--- src/design/hrd_pkg.sv ---
// shared constants, types and state encoding for the heartbeat rate detector
// no dependencies
package hrd_pkg;

    localparam int DEF_WINDOW      = 4;
    localparam int DEF_SAMPLE_BITS = 10;
    localparam int DEF_COUNT_BITS  = 16;

    localparam int THRESH_W = 10;
    localparam int PERIOD_W = 10;
    localparam int CFG_W    = 10;
    localparam int RATE_W   = 20;

    localparam int CFG_IDX_W = 2;
    localparam logic [CFG_IDX_W-1:0] CFG_THRESHOLD = 2'd0;
    localparam logic [CFG_IDX_W-1:0] CFG_PERIOD    = 2'd1;

    localparam logic [THRESH_W-1:0] THRESH_RESET = 10'd520;
    localparam logic [PERIOD_W-1:0] PERIOD_RESET = 10'd20;

    localparam logic [RATE_W-1:0] RATE_NUMERATOR = 20'd600000;

    typedef enum logic [2:0] {
        ST_IDLE,
        ST_UPDATE,
        ST_MUL,
        ST_CHECK,
        ST_DIV,
        ST_OUT
    } hrd_state_t;

    typedef struct packed {
        logic busy;
        logic done;
    } hrd_div_status_t;

endpackage

--- src/design/heartbeat_rate_detector.sv ---
// heartbeat rate detector top level: moving window sum, threshold beat detect,
// shift-add interval multiply and serial rate division (hrd_divider, hrd_pkg)
// without a beat a sample passes through update and output; a beat adds the shift-add multiply,
// a check and the divide, skipped at a zero interval; a new sample is taken only after the last
// is through, and the output register frees the input while a result waits
// reset: sync active-low aresetn clears window, sum, counters, interval, rate and flags, not other data
module heartbeat_rate_detector #(
    parameter int WINDOW      = hrd_pkg::DEF_WINDOW,
    parameter int SAMPLE_BITS = hrd_pkg::DEF_SAMPLE_BITS,
    parameter int COUNT_BITS  = hrd_pkg::DEF_COUNT_BITS,
    localparam int IN_W   = ((SAMPLE_BITS + 7) / 8) * 8,
    localparam int SUM_W  = SAMPLE_BITS + $clog2(WINDOW),
    localparam int INT_W  = COUNT_BITS + hrd_pkg::PERIOD_W,
    localparam int OUT_W  = ((1 + SUM_W + INT_W + hrd_pkg::RATE_W + 7) / 8) * 8
) (
    input  logic                           aclk,
    input  logic                           aresetn,
    input  logic                           cfg_wr_en,
    input  logic [hrd_pkg::CFG_IDX_W-1:0]  cfg_addr,
    input  logic [hrd_pkg::CFG_W-1:0]      cfg_wdata,
    input  logic                           s_axis_tvalid,
    output logic                           s_axis_tready,
    input  logic [IN_W-1:0]                s_axis_tdata,   // sample
    output logic                           m_axis_tvalid,
    input  logic                           m_axis_tready,
    output logic [OUT_W-1:0]               m_axis_tdata    // beat, average_sum, interval_ms, rate_tenths
);
    import hrd_pkg::*;

    localparam int SLOT_W = (WINDOW > 1) ? $clog2(WINDOW) : 1;
    localparam int LVL_W  = THRESH_W + $clog2(WINDOW);
    localparam int CMP_W  = (SUM_W > LVL_W) ? SUM_W : LVL_W;
    localparam int MSTEP_W = $clog2(PERIOD_W);
    localparam logic [SUM_W:0] SUM_MAX = (SUM_W + 1)'(WINDOW * ((1 << SAMPLE_BITS) - 1));

    hrd_state_t state_reg, state_next;

    logic [THRESH_W-1:0]    thresh_reg, thresh_next;
    logic [PERIOD_W-1:0]    period_reg, period_next;
    logic [SAMPLE_BITS-1:0] window_reg [WINDOW];
    logic [SLOT_W-1:0]      slot_reg, slot_next;
    logic [SUM_W-1:0]       sum_reg, sum_next;
    logic                   above_reg, above_next;
    logic [COUNT_BITS-1:0]  cnt_reg, cnt_next;
    logic [INT_W-1:0]       interval_reg, interval_next;
    logic [RATE_W-1:0]      rate_reg, rate_next;
    logic [SAMPLE_BITS-1:0] sample_reg, sample_next;
    logic                   beat_reg, beat_next;
    logic [COUNT_BITS-1:0]  mcand_reg, mcand_next;
    logic [PERIOD_W-1:0]    mbits_reg, mbits_next;
    logic [MSTEP_W-1:0]     mstep_reg, mstep_next;
    logic                   m_valid_reg, m_valid_next;
    logic [OUT_W-1:0]       m_data_reg, m_data_next;

    logic [SUM_W-1:0]      sum_upd;
    logic [LVL_W-1:0]      level;
    logic [COUNT_BITS-1:0] cnt_inc;
    logic                  hit;
    logic                  in_xfer;
    logic                  out_load;
    logic                  div_start;
    hrd_div_status_t       div_st;
    logic [RATE_W-1:0]     div_quot;

    hrd_divider #(
        .DIV_W (INT_W)
    ) u_div (
        .aclk     (aclk),
        .aresetn  (aresetn),
        .start    (div_start),
        .divisor  (interval_reg),
        .status   (div_st),
        .quotient (div_quot)
    );

    assign sum_upd = sum_reg - SUM_W'(window_reg[slot_reg]) + SUM_W'(sample_reg);
    assign level   = LVL_W'(thresh_reg) * LVL_W'(WINDOW);
    assign cnt_inc = (cnt_reg == '1) ? cnt_reg : cnt_reg + COUNT_BITS'(1);
    assign hit     = !above_reg && (CMP_W'(sum_upd) > CMP_W'(level));

    // next state
    always_comb begin
        state_next = state_reg;
        case (state_reg)
            ST_IDLE:   if (in_xfer) state_next = ST_UPDATE;
            ST_UPDATE: state_next = hit ? ST_MUL : ST_OUT;
            ST_MUL:    if (mstep_reg == '0) state_next = ST_CHECK;
            ST_CHECK:  state_next = (interval_reg != '0) ? ST_DIV : ST_OUT;
            ST_DIV:    if (div_st.done) state_next = ST_OUT;
            ST_OUT:    if (!m_valid_reg || m_axis_tready) state_next = ST_IDLE;
            default:   state_next = ST_IDLE;
        endcase
    end

    // control outputs
    always_comb begin
        s_axis_tready = (state_reg == ST_IDLE);
        div_start     = (state_reg == ST_CHECK) && (interval_reg != '0);
        out_load      = (state_reg == ST_OUT) && (!m_valid_reg || m_axis_tready);
    end

    assign in_xfer = s_axis_tvalid && s_axis_tready;

    // datapath
    always_comb begin
        thresh_next   = thresh_reg;
        period_next   = period_reg;
        slot_next     = slot_reg;
        sum_next      = sum_reg;
        above_next    = above_reg;
        cnt_next      = cnt_reg;
        interval_next = interval_reg;
        rate_next     = rate_reg;
        sample_next   = sample_reg;
        beat_next     = beat_reg;
        mcand_next    = mcand_reg;
        mbits_next    = mbits_reg;
        mstep_next    = mstep_reg;
        m_valid_next  = m_valid_reg;
        m_data_next   = m_data_reg;

        if (cfg_wr_en) begin
            case (cfg_addr)
                CFG_THRESHOLD: thresh_next = THRESH_W'(cfg_wdata);
                CFG_PERIOD:    period_next = PERIOD_W'(cfg_wdata);
                default:       ;
            endcase
        end

        if (in_xfer) begin
            sample_next = s_axis_tdata[SAMPLE_BITS-1:0];
        end

        case (state_reg)
            ST_UPDATE: begin
                sum_next  = sum_upd;
                slot_next = (slot_reg == SLOT_W'(WINDOW - 1)) ? '0 : slot_reg + 1'b1;
                beat_next = hit;
                if (hit) begin
                    above_next    = 1'b1;
                    cnt_next      = '0;
                    mcand_next    = cnt_inc;
                    mbits_next    = period_reg;
                    mstep_next    = MSTEP_W'(PERIOD_W - 1);
                    interval_next = '0;
                end else begin
                    cnt_next = cnt_inc;
                    if (above_reg && (CMP_W'(sum_upd) < CMP_W'(level))) begin
                        above_next = 1'b0;
                    end
                end
            end
            ST_MUL: begin
                interval_next = {interval_reg[INT_W-2:0], 1'b0}
                              + (mbits_reg[PERIOD_W-1] ? INT_W'(mcand_reg) : '0);
                mbits_next    = {mbits_reg[PERIOD_W-2:0], 1'b0};
                mstep_next    = mstep_reg - 1'b1;
            end
            ST_DIV: begin
                if (div_st.done) rate_next = div_quot;
            end
            default: ;
        endcase

        if (out_load) begin
            m_valid_next = 1'b1;
            m_data_next  = OUT_W'({rate_reg, interval_reg, sum_reg, beat_reg});
        end else if (m_axis_tready) begin
            m_valid_next = 1'b0;
        end
    end

    always_ff @(posedge aclk) begin
        if (!aresetn) begin
            state_reg    <= ST_IDLE;
            thresh_reg   <= THRESH_RESET;
            period_reg   <= PERIOD_RESET;
            for (int i = 0; i < WINDOW; i++) window_reg[i] <= '0;
            slot_reg     <= '0;
            sum_reg      <= '0;
            above_reg    <= 1'b0;
            cnt_reg      <= '0;
            interval_reg <= '0;
            rate_reg     <= '0;
            beat_reg     <= 1'b0;
            mstep_reg    <= '0;
            m_valid_reg  <= 1'b0;
        end else begin
            state_reg    <= state_next;
            thresh_reg   <= thresh_next;
            period_reg   <= period_next;
            if (state_reg == ST_UPDATE) window_reg[slot_reg] <= sample_reg;
            slot_reg     <= slot_next;
            sum_reg      <= sum_next;
            above_reg    <= above_next;
            cnt_reg      <= cnt_next;
            interval_reg <= interval_next;
            rate_reg     <= rate_next;
            beat_reg     <= beat_next;
            mstep_reg    <= mstep_next;
            m_valid_reg  <= m_valid_next;
        end
        sample_reg <= sample_next;
        mcand_reg  <= mcand_next;
        mbits_reg  <= mbits_next;
        m_data_reg <= m_data_next;
    end

    assign m_axis_tvalid = m_valid_reg;
    assign m_axis_tdata  = m_data_reg;

    a_div_running: assert property (@(posedge aclk) disable iff (!aresetn)
        (state_reg == ST_DIV) |-> (div_st.busy || div_st.done))
        else $error("waiting on divider that is not running");

    a_beat_armed: assert property (@(posedge aclk) disable iff (!aresetn)
        (state_reg == ST_OUT && beat_reg) |-> above_reg)
        else $error("beat reported without setting the above flag");

    a_sum_bound: assert property (@(posedge aclk) disable iff (!aresetn)
        (SUM_W + 1)'(sum_reg) <= SUM_MAX)
        else $error("window sum exceeds its maximum");

    a_div_launch: assert property (@(posedge aclk) disable iff (!aresetn)
        $rose(div_st.busy) |-> $past(state_reg) == ST_CHECK)
        else $error("divider started outside the check step");

endmodule

--- src/design/hrd_divider.sv ---
// bit-serial restoring divider: RATE_NUMERATOR / divisor, one quotient bit per cycle
// depends on hrd_pkg
module hrd_divider #(
    parameter int DIV_W = hrd_pkg::DEF_COUNT_BITS + hrd_pkg::PERIOD_W
) (
    input  logic                          aclk,
    input  logic                          aresetn,
    input  logic                          start,
    input  logic [DIV_W-1:0]              divisor,
    output hrd_pkg::hrd_div_status_t      status,
    output logic [hrd_pkg::RATE_W-1:0]    quotient
);
    import hrd_pkg::*;

    localparam int STEP_W = $clog2(RATE_W);

    logic [DIV_W-1:0]  rem_reg, rem_next;
    logic [DIV_W-1:0]  dvs_reg, dvs_next;
    logic [RATE_W-1:0] num_reg, num_next;
    logic [STEP_W-1:0] step_reg, step_next;
    logic              busy_reg, busy_next;
    logic              done_reg, done_next;
    logic [DIV_W:0]    trial;
    logic              fits;

    assign trial = {rem_reg, num_reg[RATE_W-1]};
    assign fits  = trial >= {1'b0, dvs_reg};

    always_comb begin
        rem_next  = rem_reg;
        dvs_next  = dvs_reg;
        num_next  = num_reg;
        step_next = step_reg;
        busy_next = busy_reg;
        done_next = 1'b0;
        if (start) begin
            rem_next  = '0;
            dvs_next  = divisor;
            num_next  = RATE_NUMERATOR;
            step_next = STEP_W'(RATE_W - 1);
            busy_next = 1'b1;
        end else if (busy_reg) begin
            rem_next  = fits ? DIV_W'(trial - {1'b0, dvs_reg}) : trial[DIV_W-1:0];
            num_next  = {num_reg[RATE_W-2:0], fits};
            step_next = step_reg - 1'b1;
            if (step_reg == '0) begin
                busy_next = 1'b0;
                done_next = 1'b1;
            end
        end
    end

    always_ff @(posedge aclk) begin
        if (!aresetn) begin
            busy_reg <= 1'b0;
            done_reg <= 1'b0;
            step_reg <= '0;
        end else begin
            busy_reg <= busy_next;
            done_reg <= done_next;
            step_reg <= step_next;
        end
        rem_reg <= rem_next;
        dvs_reg <= dvs_next;
        num_reg <= num_next;
    end

    assign status.busy = busy_reg;
    assign status.done = done_reg;
    assign quotient    = num_reg;

    a_done_after_busy: assert property (@(posedge aclk) disable iff (!aresetn)
        done_reg |-> $past(busy_reg))
        else $error("divider done without a running division");

    a_step_range: assert property (@(posedge aclk) disable iff (!aresetn)
        busy_reg |-> (step_reg <= STEP_W'(RATE_W - 1)))
        else $error("divider step count out of range");

endmodule

--- config.mk ---
export PLATFORM = sky130hd
export DESIGN_NAME = heartbeat_rate_detector
export DESIGN_NICKNAME = d
export VERILOG_FILES = /design/src/design/hrd_pkg.sv /design/src/design/heartbeat_rate_detector.sv /design/src/design/hrd_divider.sv
export SDC_FILE = /design/constraint.sdc
export NUM_CORES = 1
export LEC_CHECK = 0
export ABC_AREA = 1
export BUFFER_PORTS_ARGS = -buffer_cell sky130_fd_sc_hd__buf_4
export CAP_MARGIN = 20
export CORE_ASPECT_RATIO = 1.4
export CORE_UTILIZATION = 35
export CTS_BUF_LIST = sky130_fd_sc_hd__clkbuf_4 sky130_fd_sc_hd__clkbuf_8
export DETAILED_ROUTE_END_ITERATION = 6
export SLEW_MARGIN = 20
export SYNTH_ARGS = -nofsm -noshare
export SYNTH_HDL_FRONTEND = slang
export SYNTH_SLANG_ARGS = --single-unit
export TNS_END_PERCENT = 100
--- constraint.sdc ---
create_clock -name aclk -period 8.3 [get_ports aclk]
set_input_delay 0.415 -clock aclk [delete_from_list [all_inputs] [get_ports aclk]]
set_output_delay 0.415 -clock aclk [all_outputs]
set_load 0.02 [all_outputs]
==> results of run 1 <==
[metal layers]
| layer | track usage (%) | routed length (um) | vias up |
|---|---|---|---|
| met5 | 0 | 0 | - |
| met2 | 31.95 | 21280 | 288 |
| li1 | - | - | 6943 |
| met4 | 7.992 | 1586 | 0 |
| met3 | 3.053 | 1628 | 95 |
| met1 | 19.49 | 17090 | 6300 |
[power groups by stage]
stage / Combinational, W / Clock, W / Sequential, W
2_1_floorplan: 0.00197 / 0 / 0.00215
3_3_place_gp: 0.00259 / 0 / 0.00217
3_5_place_dp: 0.00262 / 0 / 0.00217
4_1_cts: 0.00264 / 0.00159 / 0.00214
5_1_grt: 0.00303 / 0.00165 / 0.00217
6_report: 0.00263 / 0.00153 / 0.00214
[logic make-up after synthesis]
family          count (synthesis)  synth area share (%)
compound gates                253                 8.389
xor+xnor                       36                 1.898
fa+ha+maj                      81                 6.642
buf+inv                       419                 9.828
flops                         322                 48.50
other cells                     1               0.02257
simple gates                  968                 24.72
[cell usage in the layout, fill, tap and decap left out, drive strengths merged, types with 21 or more instances in the layout]
cell type and n:
xor2 21, o21ai 95, o22ai 26, dfxtp 161, nor2 190, clkbuf 79, buf 98, nand2 534
a21oi 103, nand3 156, ha 69, edfxtp 161, nand4 48, inv 354
[Yosys cell counts, types with 17 or more instances]
library cell | count | share of area [%]
xor2_1 | 21 | 1.1
ha_1 | 69 | 5.2
a21oi_1 | 102 | 3.1
edfxtp_1 | 161 | 29
nand4_1 | 48 | 1.8
nand3_1 | 153 | 4.6
nor3_1 | 17 | 0.51
inv_1 | 347 | 7.8
dfxtp_1 | 161 | 19
clkbuf_1 | 36 | 0.81
nand2_1 | 530 | 12
o21ai_0 | 88 | 2.7
nor2_1 | 182 | 4.1
o22ai_1 | 26 | 0.98
[cell type report]
cell class / count / share of cell area [%]
sequential: 322 / 41.88
multi-input combinational: 1343 / 36.10
inverter: 357 / 6.965
clock buffer: 79 / 5.131
timing repair buffer: 117 / 4.813
tap: 624 / 4.058
clock inverter: 18 / 1.047
[how the worst max path moves through the flow]
stage	from	endpoint	slack [ns]	cells past startpoint
2_1_floorplan	state_reg[1]	m_axis_tdata[0]	1.49	2
3_3_place_gp	flip-flop	interval_reg[5]	2.69	25
3_5_place_dp	flip-flop	mstep_reg[1]	2.65	25
4_1_cts	flip-flop	mstep_reg[1]	2.58	23
5_1_grt	flip-flop	mstep_reg[0]	1.94	26
6_report	flip-flop	mstep_reg[1]	2.61	25
[worst max-delay path, delay by kind of cell, from the launching register on]
family | cells | cell delay [ns]
buffers and inverters | 5 | 0.92
adders and majority gates | 3 | 1.12
AOI/OAI and AO/OA | 7 | 1.28
and+or+nand+nor | 10 | 1.88
DFF | 1 | 0.31
[stage by stage]
stage          worst slack [ns]  power, W  utilization, %  cells
2_1_floorplan             1.489  0.004120               -   2084
3_3_place_gp              2.685  0.004766           38.06   2744
3_5_place_dp              2.653  0.004798           38.06   2744
4_1_cts                   2.582  0.006376           41.00   2860
5_1_grt                   1.941  0.006848           41.00   2860
6_report                  2.606  0.006304           41.00   2860
==> reports/results.tsv, run 1 <==
metric	value	unit
Reg2Reg Setup Slack	2.61	ns
ratio of cells with drive above 1 in the final layout	9.973	%
asr flop ratio synth	0	%
hold slack	0.05956	ns
most common flop cell mapped by yosys	edfxtp_1	
status	finished with violations	
startpoint types	flip-flop	
reg2reg end	mstep_reg[1]	
Detailed Place HPWL	30.28	mm
final setup fails	0	
slowest stage cell, crit path	fa_1	
DRT Wirelength	41.58	mm
final setup TNS	0	ns
Setup Buffers After CTS	0	
fin nets	2307	
initial antenna violation count	2	
net load switching power	0.002541	W
Pre-antenna DRT Iters	7	
min-delay src	cfg_wdata[8]	
Min-Delay Path Depth	3	
Syn. warnings	0	
worst hold-check path type	in -> reg	
global-route wire length before repair	66.76	mm
Worst-Margin Slew	0.8721	ns
internal power	0.003763	W
fin. max-slew vios	0	
Vias/cell	4.764	
gpl congestion	0.9288	
Pleak	8.842	nW
DRC viols	2	
Switching Share	40.31	%
Gate power share	41.7	%
Layout area overhead	15.79	%
CP dominant cell by count	nand2_1	
CP Capture Type	flip-flop	
relative slew slack	41.73	%
violated checks	design-rule violations	
Critical Path Max Stage Delay	0.48	ns
Netlist Area Pre-Place	16610	um2
Initial Util	35.41	%
fill count	4718	
core area	46930	um2
clock tree root buffer cell	clkbuf_8	
Post-synth EDFFs	161	
CTS Buf Count	52	
Tmin final	5.694	ns
cts hold-fix bufs	19	
Rows	94	
die area	48360	um2
critical path data required time	8.78	ns
critical path class	reg -> reg	
IO buf count	87	
Worst-path clk slew	0.06	ns
Clock Power Share	24.3	%
Worst-Skew Late Latency	0.67	ns
FF/Latch Area	8058	um2
Tot GR Track Use	17.50	%
Final Cell Area	19240	um2
Worst Reg-to-Reg Cells	25	
Placed Area	17860	um2
Mean Syn Cell Area	7.988	um2
Hold Path Sink	period_reg[8]	
largest net degree at the start of global routing	58	
H-tree levels	2	
power density cells	327.7	nW/um2
crit path max fanout	21	
vias in the first global route	13429	
fin crit share	68.61	%
Antenna Cells	0	
clk buf depth	3	
Horiz. Die Dim	186.1	um
drt wl/cell	14.54	um
vias	13626	
RSZ-0062 raised after global routing	no	
final hold vios	0	
Highest Clock Rate	0.1756	GHz
max-cap violations	0	
antenna violation net count after detailed routing	0	
synth unique cells	49	
clk sink count	322	
grt ovf	0	
Die Span Y	259.8	um
Synth Instances	2080	
DRT iter0 DRCs	847	
I/O Pins	99	
WP data arrival	6.17	ns
# resized after CTS	0	
Seq/Total Area, Yosys	48.50	%
CTS tree	done	
Max rail drop VDD	0.1987	mV
Seq pwr share	34.0	%
area of the multi-input gates	6945	um2
max reg flops	59	
FF+latch count, synth	322	
clk_skew	0.05129	ns
(Power assumes the default switching activity.)
==> run 2: changes to the inputs <==
==> constraint.sdc (replaced) <==
create_clock -name aclk -period 5.9 [get_ports aclk]
set_input_delay 0.295 -clock aclk [delete_from_list [all_inputs] [get_ports aclk]]
set_output_delay 0.295 -clock aclk [all_outputs]
set_load 0.02 [all_outputs]
==> run 2 against run 1 <==
Effect of this change:
- the run now ends clean
- first-iteration DRC count decreased by 16%
- clock skew down 0.021 ns
- clock power increased by 36%
- non-clock buffer count grew 7
- die area stayed put
- sequential power rose by 41%
- critical endpoint is now interval_reg[9]
- largest power group unchanged
==> reports/results.tsv, run 2 (synthesized netlist as in run 1, its figures left out) <==
metric	value	unit	change
I/O Pins	99		unchanged
Layout area overhead	15.90	%	about the same
die area	48360	um2	unchanged
Worst-path clk slew	0.07	ns	about the same
WP data arrival	5.37	ns	-0.80 ns
most frequent cells in the layout	530 x nand2_1, 346 x inv_1, 182 x nor2_1, 161 x dfxtp_1, 161 x edfxtp_1		
DRT Wirelength	41.24	mm	-0.82%
initial antenna violation count	0		-2
core area	46930	um2	unchanged
Highest Clock Rate	0.2064	GHz	+18%
RSZ-0062 raised after global routing	no		
H-tree levels	2		unchanged
crit path max fanout	20		-4.8%
DRT iter0 DRCs	711		-16%
clk sink count	322		unchanged
final total power	0.008845	W	+40%
worst hold-check path type	in -> reg		
Setup Buffers After CTS	0		unchanged
fin crit share	82.11	%	+13 points
fin nets	2315		+0.35%
largest net degree at the start of global routing	58		unchanged
Die Span Y	259.8	um	unchanged
Initial Util	35.41	%	unchanged
Tot GR Track Use	17.23	%	-0.27 points
Vias/cell	4.756		-0.17%
max-cap violations	0		unchanged
Rows	94		unchanged
power density cells	459.3	nW/um2	+40%
grt ovf	0		unchanged
Detailed Place HPWL	30.26	mm	about the same
vias in the first global route	13394		-0.26%
Worst-Margin Slew	0.8677	ns	-0.004348 ns
clock tree root buffer cell	clkbuf_8		
ratio of cells with drive above 1 in the final layout	9.884	%	-0.089 points
# resized after CTS	0		unchanged
global-route wire length before repair	66.24	mm	-0.77%
final setup TNS	0	ns	unchanged
cts hold-fix bufs	20		+1
Tmin final	4.844	ns	-0.8501 ns
hold slack	0.06006	ns	+0.0004960 ns
max reg flops	59		unchanged
Horiz. Die Dim	186.1	um	unchanged
final hold vios	0		unchanged
CTS Buf Count	53		+1.9%
relative slew slack	42.09	%	+0.36 points
Reg2Reg Setup Slack	1.06	ns	-1.55 ns
DRC viols	0		-2
critical path data required time	6.43	ns	-2.35 ns
CTS tree	done		
drt wl/cell	14.37	um	-1.2%
Pre-antenna DRT Iters	5		-2
antenna violation net count after detailed routing	0		unchanged
clk_skew	0.02982	ns	-0.02147 ns
CP Capture Type	flip-flop		
vias	13650		+0.18%
gpl congestion	0.9221		-0.72%
Max rail drop VDD	0.2601	mV	+31%
clk buf depth	3		unchanged
fin. max-slew vios	0		unchanged
most common cell after layout, fill and taps aside	nand2_1		
IO buf count	87		unchanged
Worst-Skew Late Latency	0.62	ns	-0.05 ns
critical path class	reg -> reg		
Antenna Cells	0		unchanged
startpoint types	flip-flop		
status	finished, final reports clean		
Pleak	8.846	nW	about the same
final setup fails	0		unchanged
## run 2: changes by cell type in the layout (fill, tap and decap cells not counted), sizes merged
cell	change
dlygate4sd3	+1
clkinv	+11
clkbuf	-9
buf	+6
bufinv	+1
## run 2: worst paths after layout
path	startpoint	depth (start not counted)	endpoint
max	flip-flop	23	interval_reg[9]
min	cfg_addr[0]	3	thresh_reg[9]
max reg2reg	flip-flop	23	interval_reg[9]
min reg2reg	rate_reg[19]	0	m_axis_tdata[58]
## run 2: cell type report
class	count	area [um2]
Clock buffer	70	875.8
Clock inverter	30	262.8
Fill cell	4740	27670
Inverter	357	1340
Multi-Input combinational cell	1343	6954
Sequential cell	322	8058
Tap cell	624	780.7
Timing Repair Buffer	124	984.7
## run 2: power breakdown
part	leakage, nW	total (W)	internal [W]	switching (W)
clock network	0.589	0.00208	0.00116	0.000926
registers	2.85	0.00301	0.00281	0.000202
logic	5.41	0.00375	0.00130	0.00245
## run 2: per-layer routing
metal	vias to the layer above	track usage (%)	wire length, um
li1	6969	-	-
met1	6240	19.40	17000
met2	333	31.80	21040
met3	108	2.213	1489
met4	0	7.901	1712
met5	-	0	0
## run 2: critical path, cell delays in order, from the launching register on
cell	delay [ns]
dfxtp_1	0.31
inv_1	0.38
o21ai_0	0.14
o22ai_1	0.18
fa_1	0.44
inv_1	0.07
ha_1	0.29
a21oi_1	0.15
nand2_1	0.12
a21boi_0	0.36
o21ai_0	0.22
xor2_1	0.22
inv_1	0.06
ha_1	0.29
a21oi_1	0.13
o21ai_0	0.12
nand2_1	0.07
nand3_1	0.11
nand3_2	0.09
buf_4	0.28
nand2_2	0.08
inv_1	0.40
nand2_1	0.10
a21oi_1	0.14
## run 2: metrics by stage
| stage | setup slack [ns] | util (%) | cells | instance area (um2) |
|---|---|---|---|---|
| after global placement | 1.078 | 38.16 | 2749 | 17910 |
| after detailed placement | 1.071 | 38.16 | 2749 | 17910 |
| final | 1.056 | 41.03 | 2870 | 19260 |
| after floorplan | 1.632 | - | 2084 | 16640 |
| after CTS | 1.034 | 41.01 | 2869 | 19240 |
| after global routing | 0.5522 | 41.03 | 2870 | 19260 |
==> run 3: changes to the inputs <==
==> constraint.sdc (replaced) <==
create_clock -name aclk -period 4.21 [get_ports aclk]
set_input_delay 0.2105 -clock aclk [delete_from_list [all_inputs] [get_ports aclk]]
set_output_delay 0.2105 -clock aclk [all_outputs]
set_load 0.02 [all_outputs]
==> run 3 against run 2 <==
Effect of this change:
- the run now ends with design-rule violations left
- combinational power rose by 84%
- utilization rose by 1.4 points
- sequential share of layout area fell by 1.3 points
- critical endpoint is now mcand_reg[6]
- largest cell class unchanged
- largest power group unchanged
==> reports/results.tsv, run 3 (synthesized netlist as in run 1, its figures left out) <==
metric	value	unit	change
most common cell after layout, fill and taps aside	nand2_1		
dpl cells	2773		+0.87%
Worst-Margin Slew	0.8698	ns	+0.002087 ns
core area	46930	um2	unchanged
gpl congestion	0.8823		-4.3%
Reg2Reg Setup Slack	0.14	ns	-0.91 ns
relative slew slack	41.95	%	-0.14 points
Worst-path clk slew	0.07	ns	about the same
fin crit share	96.62	%	+15 points
WP data arrival	4.40	ns	-0.97 ns
Layout area overhead	19.80	%	
vias	13919		+2.0%
fin. max-slew vios	0		unchanged
Detailed Place HPWL	30.94	mm	+2.2%
max reg flops	59		unchanged
ratio of cells with drive above 1 in the final layout	13.18	%	+3.3 points
Die Span Y	259.8	um	unchanged
vias in the first global route	13823		+3.2%
Initial Util	35.41	%	unchanged
grt ovf	0		unchanged
most frequent cells in the layout	525 x nand2_1, 339 x inv_1, 179 x nor2_1, 161 x edfxtp_1, 159 x dfxtp_1		
antenna violation net count after detailed routing	0		unchanged
Tot GR Track Use	17.76	%	+0.53 points
worst hold-check path type	in -> reg		
Critical Path Max Stage Delay	0.44	ns	about the same
Min-Delay Path Depth	5		+2
global-route wire length before repair	68.12	mm	+2.8%
crit path max fanout	9		-55%
H-tree levels	2		unchanged
critical path data required time	4.54	ns	-1.89 ns
Pleak	9.043	nW	+2.2%
Tmin final	4.068	ns	-0.7765 ns
dpl ws	-0.1104	ns	-1.181 ns
final worst slack	0.1421	ns	-0.9135 ns
startpoint types	flip-flop		
clk sink count	322		unchanged
DRT Wirelength	42.89	mm	+4.0%
clock tree root buffer cell	clkbuf_8		
die area	48360	um2	unchanged
Vias/cell	4.788		+0.67%
CTS Buf Count	50		-5.7%
final setup fails	0		unchanged
final non-filler cell total	2907		+1.3%
Antenna Cells	0		unchanged
crit path cell chain	buf_4 -> o21ai_0 -> o22ai_1 -> fa_1 -> inv_1 -> ha_4 -> a21oi_2 -> nand2_2 -> a21boi_2 -> o21ai_2 -> nand2_1 -> nand3_1 -> nand2_1 -> inv_1 -> ha_4 -> nand2_2 -> nor2_4 -> o211ai_1 -> nand3_2 -> nand3_4 -> buf_4 -> clkinvlp_4 -> clkbuf_16		
slowest stage cell, crit path	fa_1		
largest net degree at the start of global routing	58		unchanged
power density cells	699.4	nW/um2	+52%
min-delay src	cfg_addr[0]		
critical path class	reg -> reg		
max-cap violations	0		unchanged
final setup TNS	0	ns	unchanged
Max rail drop VDD	0.4540	mV	+75%
clk_skew	0.05666	ns	+0.02684 ns
violated checks	design-rule violations		
Hold Path Sink	period_reg[4]		
Worst-Skew Late Latency	0.67	ns	+0.05 ns
DRT iter0 DRCs	783		+10%
final hold vios	0		unchanged
Highest Clock Rate	0.2458	GHz	+19%
Rows	94		unchanged
CTS tree	done		
fin nets	2355		+1.7%
status	finished with violations		
Worst Reg-to-Reg Cells	23		unchanged
Horiz. Die Dim	186.1	um	unchanged
drt wl/cell	14.75	um	+2.7%
I/O Pins	99		unchanged
CP Capture Type	flip-flop		
reg2reg end	mcand_reg[6]		
IO buf count	87		unchanged
Pre-antenna DRT Iters	7		+2
initial antenna violation count	2		+2
clk buf depth	3		unchanged
fill count	4650		-1.9%
DRC viols	1		+1
==> run 3: cell count changes in the layout (fill, tap and decap cells not counted), sizes merged <==
cell,before,now
buf,104,133
bufinv,4,1
clkbuf,70,74
clkinv,26,21
dlygate4sd3,20,33
inv,354,353
==> run 3: power breakdown <==
part           leakage (nW)  switching (W)  internal (W)
Sequential             2.85       0.000288       0.00394
Combinational          5.62        0.00407       0.00283
Clock                 0.569        0.00130       0.00149
==> run 3: worst max-delay path, delay by kind of cell, from the launching register on <==
| family | cells | cell delay [ns] |
|---|---|---|
| and+or+nand+nor | 8 | 0.80 |
| DFF | 1 | 0.34 |
| buffers and inverters | 6 | 0.78 |
| adders and majority gates | 3 | 0.93 |
| AOI/OAI and AO/OA | 6 | 0.87 |
==> run 3: how the worst max path moves through the flow <==
stage / start / end / slack, ns
after global placement: flip-flop / mcand_reg[13] / 0.02
final: flip-flop / mcand_reg[6] / 0.14
after floorplan: flip-flop / interval_reg[7] / 0.1
after CTS: flip-flop / mcand_reg[10] / 0.01
after detailed placement: flip-flop / mcand_reg[14] / -0.11
after global routing: flip-flop / mcand_reg[6] / -0.07
==> run 3: area by class of cell <==
class,instances,area [um2],area share (%)
clock buffer,73,923.4,4.639
clock inverter,21,155.1,0.7795
inverter,357,1344,6.751
multi-input combinational,1343,7227,36.31
sequential,322,8060,40.50
tap,624,780.7,3.923
timing repair buffer,167,1414,7.103
==> run 3: stage by stage <==
stage	area (um2)	hold WS (ns)	util (%)	power, W
floorplan	16650	0.3094	-	0.008134
global placement	18110	0.3892	38.60	0.009875
detailed placement	18110	0.3898	38.60	0.009946
CTS	19550	0.04634	41.66	0.01292
global route	19900	0.1255	42.41	0.01497
finish	19900	0.08609	42.41	0.01392
==> run 3: routing by layer <==
layer / vias up / wire [um] / global-route usage, %
li1: 7037 / - / -
met1: 6436 / 17250 / 19.38
met2: 352 / 22150 / 33.25
met3: 94 / 1931 / 2.955
met4: 0 / 1555 / 7.605
met5: - / 0 / 0
==> run 3: what timing repair did <==
action	4_1_cts	5_1_grt
gates cloned	0	1
pin swaps	0	18
setup endpoints to repair	65	75
buffers inserted	0	5
hold buffers	33	0
resized for setup	10	61
hold endpoints to repair	32	0
